--- src/hw/rtl/tlnsf_pkg.sv ---
// Package for the text line number and squeeze filter.
// Holds the sizing constants, character codes, register indexes and the
// structs shared by the formatter, the output stage and the top level.
package tlnsf_pkg;

    localparam int DIGITS    = 6;
    localparam int BCD_W     = 4 * DIGITS;
    localparam int MAX_RUN   = DIGITS + 3;
    localparam int IDX_W     = $clog2(MAX_RUN);
    localparam int CNT_W     = $clog2(MAX_RUN + 1);
    localparam int CFG_IDX_W = 2;

    typedef enum logic [CFG_IDX_W-1:0] {
        CFG_SHOW_ENDS       = 2'd0,
        CFG_NUMBER_NONBLANK = 2'd1,
        CFG_NUMBER_ALL      = 2'd2,
        CFG_SQUEEZE_BLANK   = 2'd3
    } cfg_index_t;

    localparam logic [7:0] CHAR_NL     = 8'h0A;
    localparam logic [7:0] CHAR_DOLLAR = 8'h24;
    localparam logic [7:0] CHAR_TAB    = 8'h09;
    localparam logic [7:0] CHAR_SPACE  = 8'h20;
    localparam logic [7:0] CHAR_ZERO   = 8'h30;

    typedef struct packed {
        logic show_ends;
        logic number_nonblank;
        logic number_all;
        logic squeeze_blank;
    } cfg_t;

    // One input item's output bytes, byte 0 goes out first.
    typedef struct packed {
        logic [MAX_RUN-1:0][7:0] bytes;
        logic [CNT_W-1:0]        len;
    } run_t;

endpackage

--- src/hw/rtl/tlnsf_core.sv ---
// Line state and formatting logic of the text line filter.
// Turns one accepted input beat into the run of output bytes it causes.
// Depends on tlnsf_pkg.
module tlnsf_core
    import tlnsf_pkg::*;
(
    input  logic       clk,
    input  logic       rst_n,
    input  logic       in_fire,
    input  logic [7:0] char_in,
    input  logic       stream_end,
    input  cfg_t       cfg,
    output run_t       run
);

    logic             at_start_reg, at_start_next;
    logic             prev_blank_reg, prev_blank_next;
    logic [BCD_W-1:0] count_reg, count_next;
    logic [BCD_W-1:0] count_inc;
    logic             do_num;
    logic             do_dollar;
    logic             has_final;
    logic [7:0]       final_byte;
    logic             leading;
    logic [CNT_W-1:0] pos;
    logic             is_nl;

    // Saturating packed-BCD increment: all nines stays all nines.
    function automatic logic [BCD_W-1:0] bcd_inc(input logic [BCD_W-1:0] v);
        logic [BCD_W-1:0] r;
        logic             carry;
        logic             full;
        r     = v;
        carry = 1'b1;
        full  = 1'b1;
        for (int i = 0; i < DIGITS; i++) begin
            if (v[4*i +: 4] != 4'd9)
            begin
                full = 1'b0;
            end
        end
        for (int i = 0; i < DIGITS; i++) begin
            if (carry)
            begin
                if (v[4*i +: 4] == 4'd9)
                begin
                    r[4*i +: 4] = 4'd0;
                end
                else
                begin
                    r[4*i +: 4] = v[4*i +: 4] + 4'd1;
                    carry       = 1'b0;
                end
            end
        end
        if (full)
        begin
            r = v;
        end
        return r;
    endfunction

    assign is_nl     = (char_in == CHAR_NL);
    assign count_inc = bcd_inc(count_reg);

    always_comb
    begin
        do_num          = 1'b0;
        do_dollar       = 1'b0;
        has_final       = 1'b0;
        final_byte      = char_in;
        at_start_next   = at_start_reg;
        prev_blank_next = prev_blank_reg;
        if (stream_end)
        begin
            do_dollar       = !at_start_reg && cfg.show_ends;
            at_start_next   = 1'b1;
            prev_blank_next = 1'b0;
        end
        else if (at_start_reg)
        begin
            if (is_nl)
            begin
                // A repeated empty line in squeeze mode leaves no trace.
                if (!(cfg.squeeze_blank && prev_blank_reg))
                begin
                    prev_blank_next = 1'b1;
                    do_num          = !cfg.number_nonblank && cfg.number_all;
                    do_dollar       = cfg.show_ends && !cfg.squeeze_blank;
                    has_final       = 1'b1;
                end
            end
            else
            begin
                prev_blank_next = 1'b0;
                do_num          = cfg.number_nonblank || cfg.number_all;
                has_final       = 1'b1;
                at_start_next   = 1'b0;
            end
        end
        else
        begin
            has_final = 1'b1;
            if (is_nl)
            begin
                do_dollar     = cfg.show_ends;
                at_start_next = 1'b1;
            end
        end

        if (stream_end)
        begin
            count_next = '0;
        end
        else if (do_num)
        begin
            count_next = count_inc;
        end
        else
        begin
            count_next = count_reg;
        end
    end

    // Pack the number field, the end marker and the final byte into the run.
    always_comb
    begin
        run.bytes = '0;
        pos       = '0;
        leading   = 1'b1;
        if (do_num)
        begin
            for (int i = DIGITS - 1; i >= 0; i--) begin
                if ((count_inc[4*i +: 4] == 4'd0) && leading && (i > 0))
                begin
                    run.bytes[DIGITS-1-i] = CHAR_SPACE;
                end
                else
                begin
                    leading               = 1'b0;
                    run.bytes[DIGITS-1-i] = CHAR_ZERO + {4'd0, count_inc[4*i +: 4]};
                end
            end
            run.bytes[DIGITS] = CHAR_TAB;
            pos               = CNT_W'(DIGITS + 1);
        end
        if (do_dollar)
        begin
            run.bytes[pos[IDX_W-1:0]] = CHAR_DOLLAR;
            pos                       = pos + CNT_W'(1);
        end
        if (has_final)
        begin
            run.bytes[pos[IDX_W-1:0]] = final_byte;
            pos                       = pos + CNT_W'(1);
        end
        run.len = pos;
    end

    always_ff @(posedge clk or negedge rst_n)
    begin
        if (!rst_n)
        begin
            at_start_reg   <= 1'b1;
            prev_blank_reg <= 1'b0;
            count_reg      <= '0;
        end
        else if (in_fire)
        begin
            at_start_reg   <= at_start_next;
            prev_blank_reg <= prev_blank_next;
            count_reg      <= count_next;
        end
    end

endmodule

--- src/hw/rtl/tlnsf_out.sv ---
// Output stage of the text line filter: holds one run of bytes and sends
// it one beat per cycle while out_ready is high, marking the run's last byte.
// Depends on tlnsf_pkg.
module tlnsf_out
    import tlnsf_pkg::*;
(
    input  logic       clk,
    input  logic       rst_n,
    input  logic       load,
    input  run_t       run,
    output logic [7:0] char_out,
    output logic       out_valid,
    output logic       out_last,
    input  logic       out_ready,
    output logic       in_ready
);

    logic [MAX_RUN-1:0][7:0] bytes_reg;
    logic [CNT_W-1:0]        len_reg;
    logic [CNT_W-1:0]        pos_reg;
    logic                    valid_reg;
    logic                    load_en;

    assign load_en   = load && (run.len != '0);
    assign char_out  = bytes_reg[pos_reg[IDX_W-1:0]];
    assign out_valid = valid_reg;
    assign out_last  = (pos_reg == (len_reg - CNT_W'(1)));
    // A new run may come in while the last byte of this one leaves.
    assign in_ready  = !valid_reg || (out_ready && out_last);

    always_ff @(posedge clk or negedge rst_n)
    begin
        if (!rst_n)
        begin
            valid_reg <= 1'b0;
            pos_reg   <= '0;
        end
        else if (load_en)
        begin
            valid_reg <= 1'b1;
            pos_reg   <= '0;
        end
        else if (valid_reg && out_ready)
        begin
            if (out_last)
            begin
                valid_reg <= 1'b0;
            end
            else
            begin
                pos_reg <= pos_reg + CNT_W'(1);
            end
        end
    end

    always_ff @(posedge clk)
    begin
        if (load_en)
        begin
            bytes_reg <= run.bytes;
            len_reg   <= run.len;
        end
    end

endmodule

--- src/hw/rtl/text_line_number_squeeze_filter_top.sv ---
// The first byte of an item's output is offered in the cycle after the beat is taken.
// Throughput: one input beat per cycle while each beat yields at most one byte and the output
// is ready; a beat that yields more bytes (up to DIGITS+3) holds the output until all have left,
// and the next input beat is taken in the cycle that the last of those bytes leaves.
// Reset: asynchronous, active low; all registers but the held output bytes and length clear, the
// line state starts at a line start, and the block takes beats as soon as reset is released.
module text_line_number_squeeze_filter_top
    import tlnsf_pkg::*;
(
    input  logic                 clk,
    input  logic                 rst_n,
    input  logic                 s_axis_tvalid,
    output logic                 s_axis_tready,
    input  logic [7:0]           s_axis_tdata,   // [7:0] char_in
    input  logic                 s_axis_tuser,   // [0] stream_end
    output logic                 m_axis_tvalid,
    input  logic                 m_axis_tready,
    output logic [7:0]           m_axis_tdata,   // [7:0] char_out
    output logic                 m_axis_tlast,
    input  logic                 cfg_we,
    input  logic [CFG_IDX_W-1:0] cfg_index,
    input  logic                 cfg_data
);

    cfg_t cfg_reg;
    run_t run;
    logic in_fire;

    assign in_fire = s_axis_tvalid && s_axis_tready;

    always_ff @(posedge clk or negedge rst_n)
    begin
        if (!rst_n)
        begin
            cfg_reg <= '0;
        end
        else if (cfg_we)
        begin
            case (cfg_index_t'(cfg_index))
                CFG_SHOW_ENDS:       cfg_reg.show_ends       <= cfg_data;
                CFG_NUMBER_NONBLANK: cfg_reg.number_nonblank <= cfg_data;
                CFG_NUMBER_ALL:      cfg_reg.number_all      <= cfg_data;
                CFG_SQUEEZE_BLANK:   cfg_reg.squeeze_blank   <= cfg_data;
                default:             cfg_reg                 <= cfg_reg;
            endcase
        end
    end

    tlnsf_core u_core (
        .clk        (clk),
        .rst_n      (rst_n),
        .in_fire    (in_fire),
        .char_in    (s_axis_tdata),
        .stream_end (s_axis_tuser),
        .cfg        (cfg_reg),
        .run        (run)
    );

    tlnsf_out u_out (
        .clk       (clk),
        .rst_n     (rst_n),
        .load      (in_fire),
        .run       (run),
        .char_out  (m_axis_tdata),
        .out_valid (m_axis_tvalid),
        .out_last  (m_axis_tlast),
        .out_ready (m_axis_tready),
        .in_ready  (s_axis_tready)
    );

    // An empty output stage always takes the next beat.
    a_ready_when_idle: assert property (@(posedge clk) disable iff (!rst_n)
        !m_axis_tvalid |-> s_axis_tready)
        else $error("input stalled while output stage is empty");

    // With a run pending, input is taken only as its last byte leaves.
    a_ready_only_on_last: assert property (@(posedge clk) disable iff (!rst_n)
        (s_axis_tready && m_axis_tvalid) |-> (m_axis_tready && m_axis_tlast))
        else $error("input taken while a run is still pending");

    // A run does not end before its last byte.
    a_run_continues: assert property (@(posedge clk) disable iff (!rst_n)
        (m_axis_tvalid && m_axis_tready && !m_axis_tlast) |=> m_axis_tvalid)
        else $error("output run ended without a last byte");

endmodule
--- config.mk ---
export PLATFORM = sky130hd
export DESIGN_NAME = text_line_number_squeeze_filter_top
export DESIGN_NICKNAME = d
export VERILOG_FILES = /design/src/hw/rtl/tlnsf_pkg.sv /design/src/hw/rtl/tlnsf_core.sv /design/src/hw/rtl/tlnsf_out.sv /design/src/hw/rtl/text_line_number_squeeze_filter_top.sv
export SDC_FILE = /design/constraint.sdc
export NUM_CORES = 1
export LEC_CHECK = 0
export ABC_CLOCK_PERIOD_IN_PS = 9500
export BUFFER_PORTS_ARGS = -buffer_cell sky130_fd_sc_hd__buf_4
export CAP_MARGIN = 20
export CORE_MARGIN = 5
export CORE_UTILIZATION = 62
export DETAILED_ROUTE_END_ITERATION = 16
export PLACE_DENSITY = 0.82
export SYNTH_ARGS = -nofsm -noshare
export SYNTH_HDL_FRONTEND = slang
export SYNTH_SLANG_ARGS = --single-unit
--- constraint.sdc ---
create_clock -name clk -period 9.5 [get_ports clk]
set_clock_uncertainty 0.2 [all_clocks]
set_input_delay 0.475 -clock clk [delete_from_list [all_inputs] [get_ports clk]]
set_output_delay 0.475 -clock clk [all_outputs]
set_load 0.02 [all_outputs]
Word level (Yosys, flattened, before mapping)
Index checks and enable logic that the tools add are counted.

Register bits: 111. Output and inout bits: 11. Input port bits: 17. Word-level logic and storage cells: 181.

$lt $le $gt $ge: 5. Mux-type cells: 80. Reduce and logical (&&, ||, !) cells: 39. Add/subtract/negate cells: 16. Eq/ne operators: 19. Bitwise logic cells: 3.

Operators by type and width (number): 72-bit two-way mux (2); 72-bit bitwise mux (1); 24-bit two-way mux (3); 8-bit demux with 4-bit select (2); 4-bit two-way mux (16); 8-bit two-way mux (8); 39-bit by 54-bit bitwise AND with 54-bit output (1); 54-bit inverter (1); 52-bit two-way mux (1); 1-bit two-way mux (45); 6-bit by 4-bit adder with 7-bit output, first input constant (6); 4-bit by 1-bit adder with 4-bit output, second input constant (8); 8-bit binary-select mux with 4-bit select (1); 4-bit == test, second input constant (6); 4-bit != test, second input constant (6); 4-bit zero test (5); 13-bit by 18-bit OR with 18-bit output (1); 1-bit logical AND (14); 2-bit AND reduction (7); 4-bit by 5-bit < comparator with 1-bit output, second input constant (2); 8-bit by 4-bit == test with 1-bit output, second input constant (1); 2-bit nonzero test (4); 3-bit by 5-bit < comparator with 1-bit output, second input constant (1); 3-bit by 1-bit adder with 4-bit output, second input constant (1); other kinds (14) (19).

Logic depth before layout (Yosys ltp)
Gate-level depths: netlist of run 1.

Depth in word-level cells: 27. Mapped depth: 12. Gate-level depth less buffers: 10.

Modules after synthesis
Synthesis of run 1 repeated with hierarchy kept, for this count alone.

Cells, all modules: 582. Area, all modules: 6417.4 µm².

By module, submodules not included: tlnsf_out (area each 3230.6 µm², sequential area each 2407.3 µm², cells an instance 161, times used 1); tlnsf_core (area each 3002.9 µm², sequential area each 651.9 µm², cells an instance 408, times used 1); text_line_number_squeeze_filter_top (area each 183.9 µm², sequential area each 100.1 µm², cells an instance 13, times used 1).

Worst setup path before layout of run 1
OpenSTA, ideal clock, no wires.

Path kind: in2reg. Start: in s_axis_tdata[5]. End: reg u_out.bytes_reg[0] (netlist name), enable pin. Library setup time: 0.565 ns. Path buffers: 4. Setup slack: 1.826 ns. Data required time: 8.735 ns. Data arrival time: 6.909 ns. Cell stages on the path: 11. Cell sequence: clkbuf_1 -> nor4_2 -> nand2_1 -> o221ai_2 -> buf_2 -> buf_2 -> ha_1 -> and2_1 -> clkbuf_1 -> a21oi_1 -> a31oi_1.

Cells in the longest elaborated chain, start to end: 11. Elaborated cells on any way between the ends: 18. Those cells by class: 2 x add/sub; 1 x eq/ne; 13 x mux; 2 x reduce/logical.

RTL lines: from (decl) (RTL line text_line_number_squeeze_filter_top.sv:14) `input logic [7:0] s_axis_tdata,`; 8-bit by 4-bit == test with 1-bit output (*) (RTL line tlnsf_core.sv:63) `assign is_nl = (char_in == CHAR_NL);`; 1-bit two-way mux (RTL line tlnsf_core.sv:82) `if (is_nl)`; 1-bit two-way mux (RTL line tlnsf_core.sv:80) `else if (at_start_reg)`; 1-bit two-way mux (RTL line tlnsf_core.sv:74) `if (stream_end)`; 3-bit two-way mux (RTL line tlnsf_core.sv:131) `if (do_num)`; 3-bit by 1-bit adder with 4-bit output (RTL line tlnsf_core.sv:150) `pos = pos + CNT_W'(1);`; 4-bit two-way mux (RTL line tlnsf_core.sv:147) `if (do_dollar)`; 4-bit by 1-bit adder with 4-bit output (RTL line tlnsf_core.sv:155) `pos = pos + CNT_W'(1);`; 4-bit two-way mux (*) (RTL line tlnsf_core.sv:152) `if (has_final)`; 4-bit nonzero test (*) (RTL line tlnsf_out.sv:24) `assign load_en = load && (run.len != '0);`; 1-bit logical AND (*) (RTL line tlnsf_out.sv:24); via u_out.load_en (RTL line tlnsf_out.sv:22) `logic load_en;`; to (signal assigned) (RTL line tlnsf_out.sv:60) `bytes_reg <= run.bytes;`; to (decl) (RTL line tlnsf_out.sv:18) `logic [MAX_RUN-1:0][7:0] bytes_reg;`.

The timed path passes the listed nets; every way through them passes the cells marked *. A chain may end at the register's enable or synchronous reset.

Worst setup path in the final report of run 1
Start: in s_axis_tdata[4]. End: reg u_out.bytes_reg[44] (netlist name), enable pin.

Same word-level chain as after synthesis.

==> key figures, run 1 <==
Logic synthesis
  • Yosys warns: 0
  • Syn_area_per_cell: 11.0 um2
  • Post-Syn Nets: 612
  • Synth unique cells: 67
  • Netlist Area Pre-Place: 6370 um2
  • Cells after Synth: 580
  • Post-synthesis sequential area ratio: 0.496
  • Number of synthesized register bits: 111
  • EDFF count, synth: 76
  • Asr flop ratio synth: 0.315
  • Top_reg_cell synth: edfxtp_1

Setup path
  • CP Launch Type: primary input
  • Reg2reg path depth: 8
  • Most common cell on crit path: buf_4
  • CP Class: in2reg
  • Crit-path max cell delay: 0.76 ns
  • WP data arrival: 4.10 ns
  • CP Depth: 10
  • CP max stage cell: buf_4
  • Worst Path Buf+Inv: 2
  • Ordered cell list for the critical path: buf_4, nor4_2, nand2_1, nand2b_1, and3_1, ha_1, and2_1, a21oi_1, a31oi_4, buf_4
  • Delay-heaviest family, CP: simple AND/OR/NAND/NOR gates
  • Max Fanout on Critical Path: 73
  • CP Capture Type: register
  • Crit path required time: 9.32 ns

Detailed routing
  • Post-route ant nets: 0
  • First-pass DRT Iterations: 5
  • Vias/cell: 6.60
  • WL/cell: 20.7 um
  • Iter 0 DRT Violations: 519
  • Via count: 4816
  • DRC Markers: 0
  • DRT Wirelength: 15.1 mm

Hold path
  • Hold Path Depth: 2
  • Worst hold path class: in2reg

Floorplan
  • Core area: 10200 um2
  • Starting density of the core: 0.625
  • IO Count: 28
  • Cell Rows: 37
  • Die Y-Extent: 111 um
  • Die width: 111 um
  • Die area: 12400 um2

STA
  • Final worst slack: 5.21 ns
  • Slew @ Worst Pin: 1.01 ns
  • Final-report setup violation count: 0
  • Slew HR: 0.326
  • Fmax: 233 MHz
  • Hold Violations, Final: 0
  • RSZ-0062 raised after global routing: false
  • Total negative slack: 0 ns
  • Worst hold margin: 0.148 ns
  • Final Slew Violations: 0
  • Min Clock Period, post-route: 4.29 ns
  • Final worst-path cycle share: 0.451

Cells and area
  • Area grow syn2layout: 7.68%
  • Share of cells above drive strength 1: 0.158
  • Footprint of the multi-input gates: 3010 um2
  • Max reg flops: 72
  • Diodes inserted: 0
  • Final #Nets: 621
  • Layout filler cell count: 771
  • FF+latch area: 3160 um2

Placed design
  • Final estimated routing congestion in global placement: 0.928
  • Pre-CTS WS: 4.95 ns
  • IO Port Bufs: 27
  • Dpl hpwl: 10.8 mm

Clock network
  • Clock sinks: 111
  • CTS buffer count: 9
  • Clock Path Buffers: 2
  • Reg clk slew, reported paths: 0.11 ns
  • Htree depth: 3
  • Hold_buf cts: 1
  • CTS root buffer: clkbuf_8
  • CTS tree: yes
  • Clock latency on the worst-skew pair: 0.39 ns
  • Resize count post-CTS: 0
  • Setup bufs post-CTS: 0

Global routing
  • Vias in the first global route: 4652
  • First-pass GRT wire length: 24.3 mm
  • Remaining Overflow, GRT: 0
  • Total global-route track usage: 0.245
  • Initial antenna violation count: 0
  • Met1 Use GR: 0.327
  • Met2 Track Usage GR: 0.411
  • Met3 Usage GRT: 0.0495
  • Largest net degree at the start of global routing: 74
  • Gr busiest metal: met2

Power and ir drop
  • Leakage: 2.60 nW
  • Pwr Density: 217 nW/um2
  • Peak supply drop: 0.000158 V

Run status
  • Status: finished clean

Flow run
  • Max-cap violations: 0
[area by class of cell]
cell class	instances	share of cell area
Tap cell	136	0.0248
Multi-Input combinational cell	418	0.439
Clock buffer	9	0.0181
Timing Repair Buffer	35	0.0387
Clock inverter	7	0.0111
Sequential cell	111	0.461
Inverter	14	0.00766
[per-stage QoR]
stage,instance area [um2],power (mW),instances,utilization
after floorplan,6370,1.04,580,-
after global placement,6650,1.19,713,0.653
after detailed placement,6650,1.21,713,0.653
after CTS,6860,1.49,730,0.673
after global routing,6860,1.56,730,0.673
final,6860,1.49,730,0.673
[placed cells by master (no fill, tap or decap), types with 4 or more instances in the layout]
cell type  instances
a21boi_0           4
nor2_1            27
and3_1            29
mux2_2             8
nor3_1            11
edfxtp_1          76
and2_1            15
nor2b_1            6
clkbuf_8           9
nand3_1           20
o31ai_1            9
nand2b_1           4
xnor2_1           15
a22o_1            10
dfrtp_1           34
o22ai_1            4
o21ai_0           42
ha_1              15
mux4_2            16
buf_4             34
inv_1             14
nand2_1           65
nand4_1            4
a21o_1             7
xor2_1             6
a21oi_1           23
mux2i_1           15
nor4_1             4
[metal layers]
| layer | vias to the layer above | share of wire |
|---|---|---|
| met3 | 32 | 0.085 |
| met2 | 252 | 0.50 |
| met1 | 2337 | 0.39 |
| li1 | 2195 | - |
| met4 | 0 | 0.025 |
| met5 | - | 0 |
[cell families after synthesis]
logic type,Yosys count,share of synthesized area
and+or+nand+nor,217,0.186
buffers and inverters,51,0.0346
DFF,111,0.496
adders and majority gates,15,0.0295
muxes,39,0.0943
xor gates and xnor gates,22,0.0326
AOI/OAI and AO/OA,125,0.127
[worst paths after layout]
path,from,to,slack [ns]
setup / recovery,s_axis_tdata[4],u_out.bytes_reg[44],5.21
hold reg to reg,u_core.prev_blank_reg,u_core.prev_blank_reg,0.34
min in group asynchronous,rst_n,u_out.out_valid,0.37
setup reg to reg,u_core.at_start_reg,u_out.bytes_reg[44],5.50
max in group asynchronous,rst_n,u_core.at_start_reg,8.37
hold / removal,cfg_data,cfg_reg[3],0.15
[synth_stat cells, types with 4 or more instances]
cell type / count / share of area
a31oi_1: 5 / 0.0049
o31ai_1: 9 / 0.011
a22o_1: 10 / 0.014
ha_1: 15 / 0.029
and2_1: 15 / 0.015
inv_1: 14 / 0.0082
nor2_1: 27 / 0.016
a21boi_0: 4 / 0.0047
xor2_1: 6 / 0.0082
and3_1: 29 / 0.028
nand3_1: 20 / 0.016
nand4_1: 4 / 0.0039
dfrtp_1: 34 / 0.13
mux4_2: 16 / 0.057
xnor2_1: 15 / 0.021
nand2b_1: 4 / 0.0039
buf_2: 14 / 0.011
nor3_1: 11 / 0.0086
clkbuf_1: 18 / 0.011
mux2_2: 8 / 0.014
nand2_1: 65 / 0.038
o21ai_0: 42 / 0.033
mux2i_1: 15 / 0.024
edfxtp_1: 76 / 0.36
a21oi_1: 23 / 0.018
nor4_1: 4 / 0.0039
o22ai_1: 4 / 0.0039
nor2b_1: 6 / 0.0059
a21o_1: 7 / 0.0082
[report_power, final]
part | internal [mW] | switching [mW]
Sequential | 0.616 | 0.0610
Clock | 0.104 | 0.180
Combinational | 0.224 | 0.303
Total | 0.944 | 0.544
Note: power is estimated with default switching activity, not from simulation.
==> run 2, diff against run 1 <==
--- a/config.mk
+++ b/config.mk
@@ -5,13 +5,13 @@
 export SDC_FILE = /design/constraint.sdc
 export NUM_CORES = 1
 export LEC_CHECK = 0
-export ABC_CLOCK_PERIOD_IN_PS = 9500
+export ABC_CLOCK_PERIOD_IN_PS = 3800
 export BUFFER_PORTS_ARGS = -buffer_cell sky130_fd_sc_hd__buf_4
 export CAP_MARGIN = 20
 export CORE_MARGIN = 5
-export CORE_UTILIZATION = 62
+export CORE_UTILIZATION = 56
 export DETAILED_ROUTE_END_ITERATION = 16
-export PLACE_DENSITY = 0.82
+export PLACE_DENSITY = 0.78
 export SYNTH_ARGS = -nofsm -noshare
 export SYNTH_HDL_FRONTEND = slang
 export SYNTH_SLANG_ARGS = --single-unit
==> constraint.sdc (replaced) <==
create_clock -name clk -period 3.8 [get_ports clk]
set_clock_uncertainty 0.2 [all_clocks]
set_input_delay 0.19 -clock clk [delete_from_list [all_inputs] [get_ports clk]]
set_output_delay 0.19 -clock clk [all_outputs]
set_load 0.02 [all_outputs]
==> run 2 against run 1 <==
Effect of this change:
- clock power rose to 3.3 times the previous value
- flip-flop and latch count stayed put
- critical path depth is 1 higher
- core utilization down 3.9 points
- final area grew 4.3%
- combinational power grew to 2.7 times the previous value
- sequential share of layout area fell by 1.9 points
- non-clock buffer count rose by 15
- sequential power is 140% higher
- total power grew to 2.7 times the previous value
- register-to-register slack got worse by 4.8 ns
- highest routed layer unchanged
==> key figures, run 2 (same netlist as run 1, synthesis figures left out) <==
Power and ir drop
  • Peak supply drop: 0.000376 V
  • Sequential share of power: 0.411
  • Net Sw Power: 1.38 mW
  • Leakage: 2.72 nW
  • Comb pwr share: 0.354
  • Internal power consumption: 2.61 mW
  • Clock share of power: 0.236
  • Pwr Density: 558 nW/um2
  • Switching share of power: 0.346
  • Total power: 3.99 mW

Detailed routing
  • Met3 wire length: 1.19 mm
  • Wl on met1: 6.72 mm
  • DRC Markers: 0
  • WL/cell: 20.5 um
  • DRT Wirelength: 15.4 mm
  • Met2 wire length: 7.16 mm
  • Via count: 4838
  • Iter 0 DRT Violations: 438
  • Top routing layer in use: met4
  • Post-route ant nets: 0
  • First-pass DRT Iterations: 5
  • Vias/cell: 6.43

Floorplan
  • IO Count: 28
  • Die Y-Extent: 117 um
  • Core area: 11300 um2
  • Die area: 13600 um2
  • Starting density of the core: 0.565
  • Die width: 117 um
  • Cell Rows: 39

Placed design
  • IO Port Bufs: 27
  • Cell Area, Placed: 6770 um2
  • Dpl hpwl: 11.1 mm
  • Final estimated routing congestion in global placement: 0.943
  • Pre-CTS WS: 0.588 ns

Cells and area
  • Area grow syn2layout: 12.3%
  • Diodes inserted: 0
  • Fin area: 7150 um2
  • Max reg flops: 72
  • Highest-count cells in the layout ignoring fill and taps: edfxtp_1 (76), nand2_1 (64), o21ai_0 (42)
  • Share of cells above drive strength 1: 0.172
  • Final #Nets: 636
  • Commonest non-fill, non-tap cell in the layout: edfxtp_1

Setup path
  • CP Capture Type: register
  • R2r setup slk: 0.66 ns
  • CP Class: in2reg
  • Reg2reg path depth: 7
  • Max Fanout on Critical Path: 52
  • WP data arrival: 3.27 ns
  • Crit path required time: 3.64 ns
  • CP Launch Type: primary input

Clock network
  • Clock sinks: 111
  • CTS tree: yes
  • Clock latency on the worst-skew pair: 0.36 ns
  • Clock Path Buffers: 2
  • Htree depth: 3
  • CTS buffer count: 9
  • CTS root buffer: clkbuf_16
  • Reg clk slew, reported paths: 0.08 ns
  • Setup bufs post-CTS: 0

STA
  • RSZ-0062 raised after global routing: false
  • Final worst-path cycle share: 0.905
  • Slew @ Worst Pin: 1.01 ns
  • Hold Violations, Final: 0
  • Final-report setup violation count: 0
  • Slew HR: 0.326
  • Min Clock Period, post-route: 3.44 ns
  • Fmax: 291 MHz
  • Final Slew Violations: 0
  • Final worst slack: 0.362 ns
  • Worst hold margin: 0.0160 ns

Hold path
  • Worst hold path class: in2reg
  • Hold Path Depth: 3

Flow run
  • Max-cap violations: 0

Global routing
  • Vias in the first global route: 4537
  • Largest net degree at the start of global routing: 53
  • First-pass GRT wire length: 25.2 mm
  • Remaining Overflow, GRT: 0
  • Total global-route track usage: 0.244
  • Initial antenna violation count: 0

Run status
  • Status: finished clean
-- run 2: worst max-delay path, stage by stage --
cell and delay [ns]:
dlygate4sd3_1 0.55, buf_4 0.17, nor4_4 0.40, nand2_2 0.14, nand2b_1 0.11, and3_1 0.34, ha_4 0.29, inv_1 0.11
xnor2_1 0.14, a31oi_4 0.46, buf_12 0.33
-- run 2: layout make-up --
| type | count | area, um2 |
|---|---|---|
| Clock buffer | 9 | 225 |
| Clock inverter | 7 | 72.6 |
| Fill cell | 843 | 4120 |
| Inverter | 14 | 52.6 |
| Multi-Input combinational cell | 418 | 3050 |
| Sequential cell | 111 | 3160 |
| Tap cell | 143 | 179 |
| Timing Repair Buffer | 50 | 410 |
-- run 2: through the flow --
step | utilization | instances | TNS [ns]
2_1_floorplan | - | 580 | -4.79
3_3_place_gp | 0.600 | 727 | 0
3_5_place_dp | 0.600 | 727 | 0
4_1_cts | 0.635 | 752 | 0
5_1_grt | 0.635 | 752 | 0
6_report | 0.635 | 752 | 0
-- run 2: path summary, 6_finish.rpt --
path	startpoint	end
worst max-delay path	s_axis_tdata[6]	u_out.bytes_reg[17]
worst min-delay path	s_axis_tdata[1]	u_out.bytes_reg[33]
worst max register to register	u_core.at_start_reg	u_out.bytes_reg[17]
worst min register to register	cfg_reg[3]	cfg_reg[3]
max in group asynchronous	rst_n	u_core.at_start_reg
min in group asynchronous	rst_n	u_core.count_reg[23]
-- run 2: power by group through the flow --
stage	Combinational, mW	Sequential (mW)	Clock [mW]
2_1_floorplan	0.977	1.64	0
3_3_place_gp	1.36	1.64	0
3_5_place_dp	1.40	1.66	0
4_1_cts	1.42	1.64	0.949
5_1_grt	1.53	1.66	0.996
6_report	1.41	1.64	0.941
-- run 2: per-layer routing --
layer  vias to the layer above  GRT usage
li1                       2223          -
met1                      2349      0.354
met2                       234      0.381
met3                        32     0.0326
met4                         0     0.0894
met5                         -          0
-- run 2: repair_timing --
item,in CTS,in global routing
gates resized for setup,0,0
endpoints found under the setup margin,0,0
endpoints found under the hold margin,47,0
hold buffers,9,0
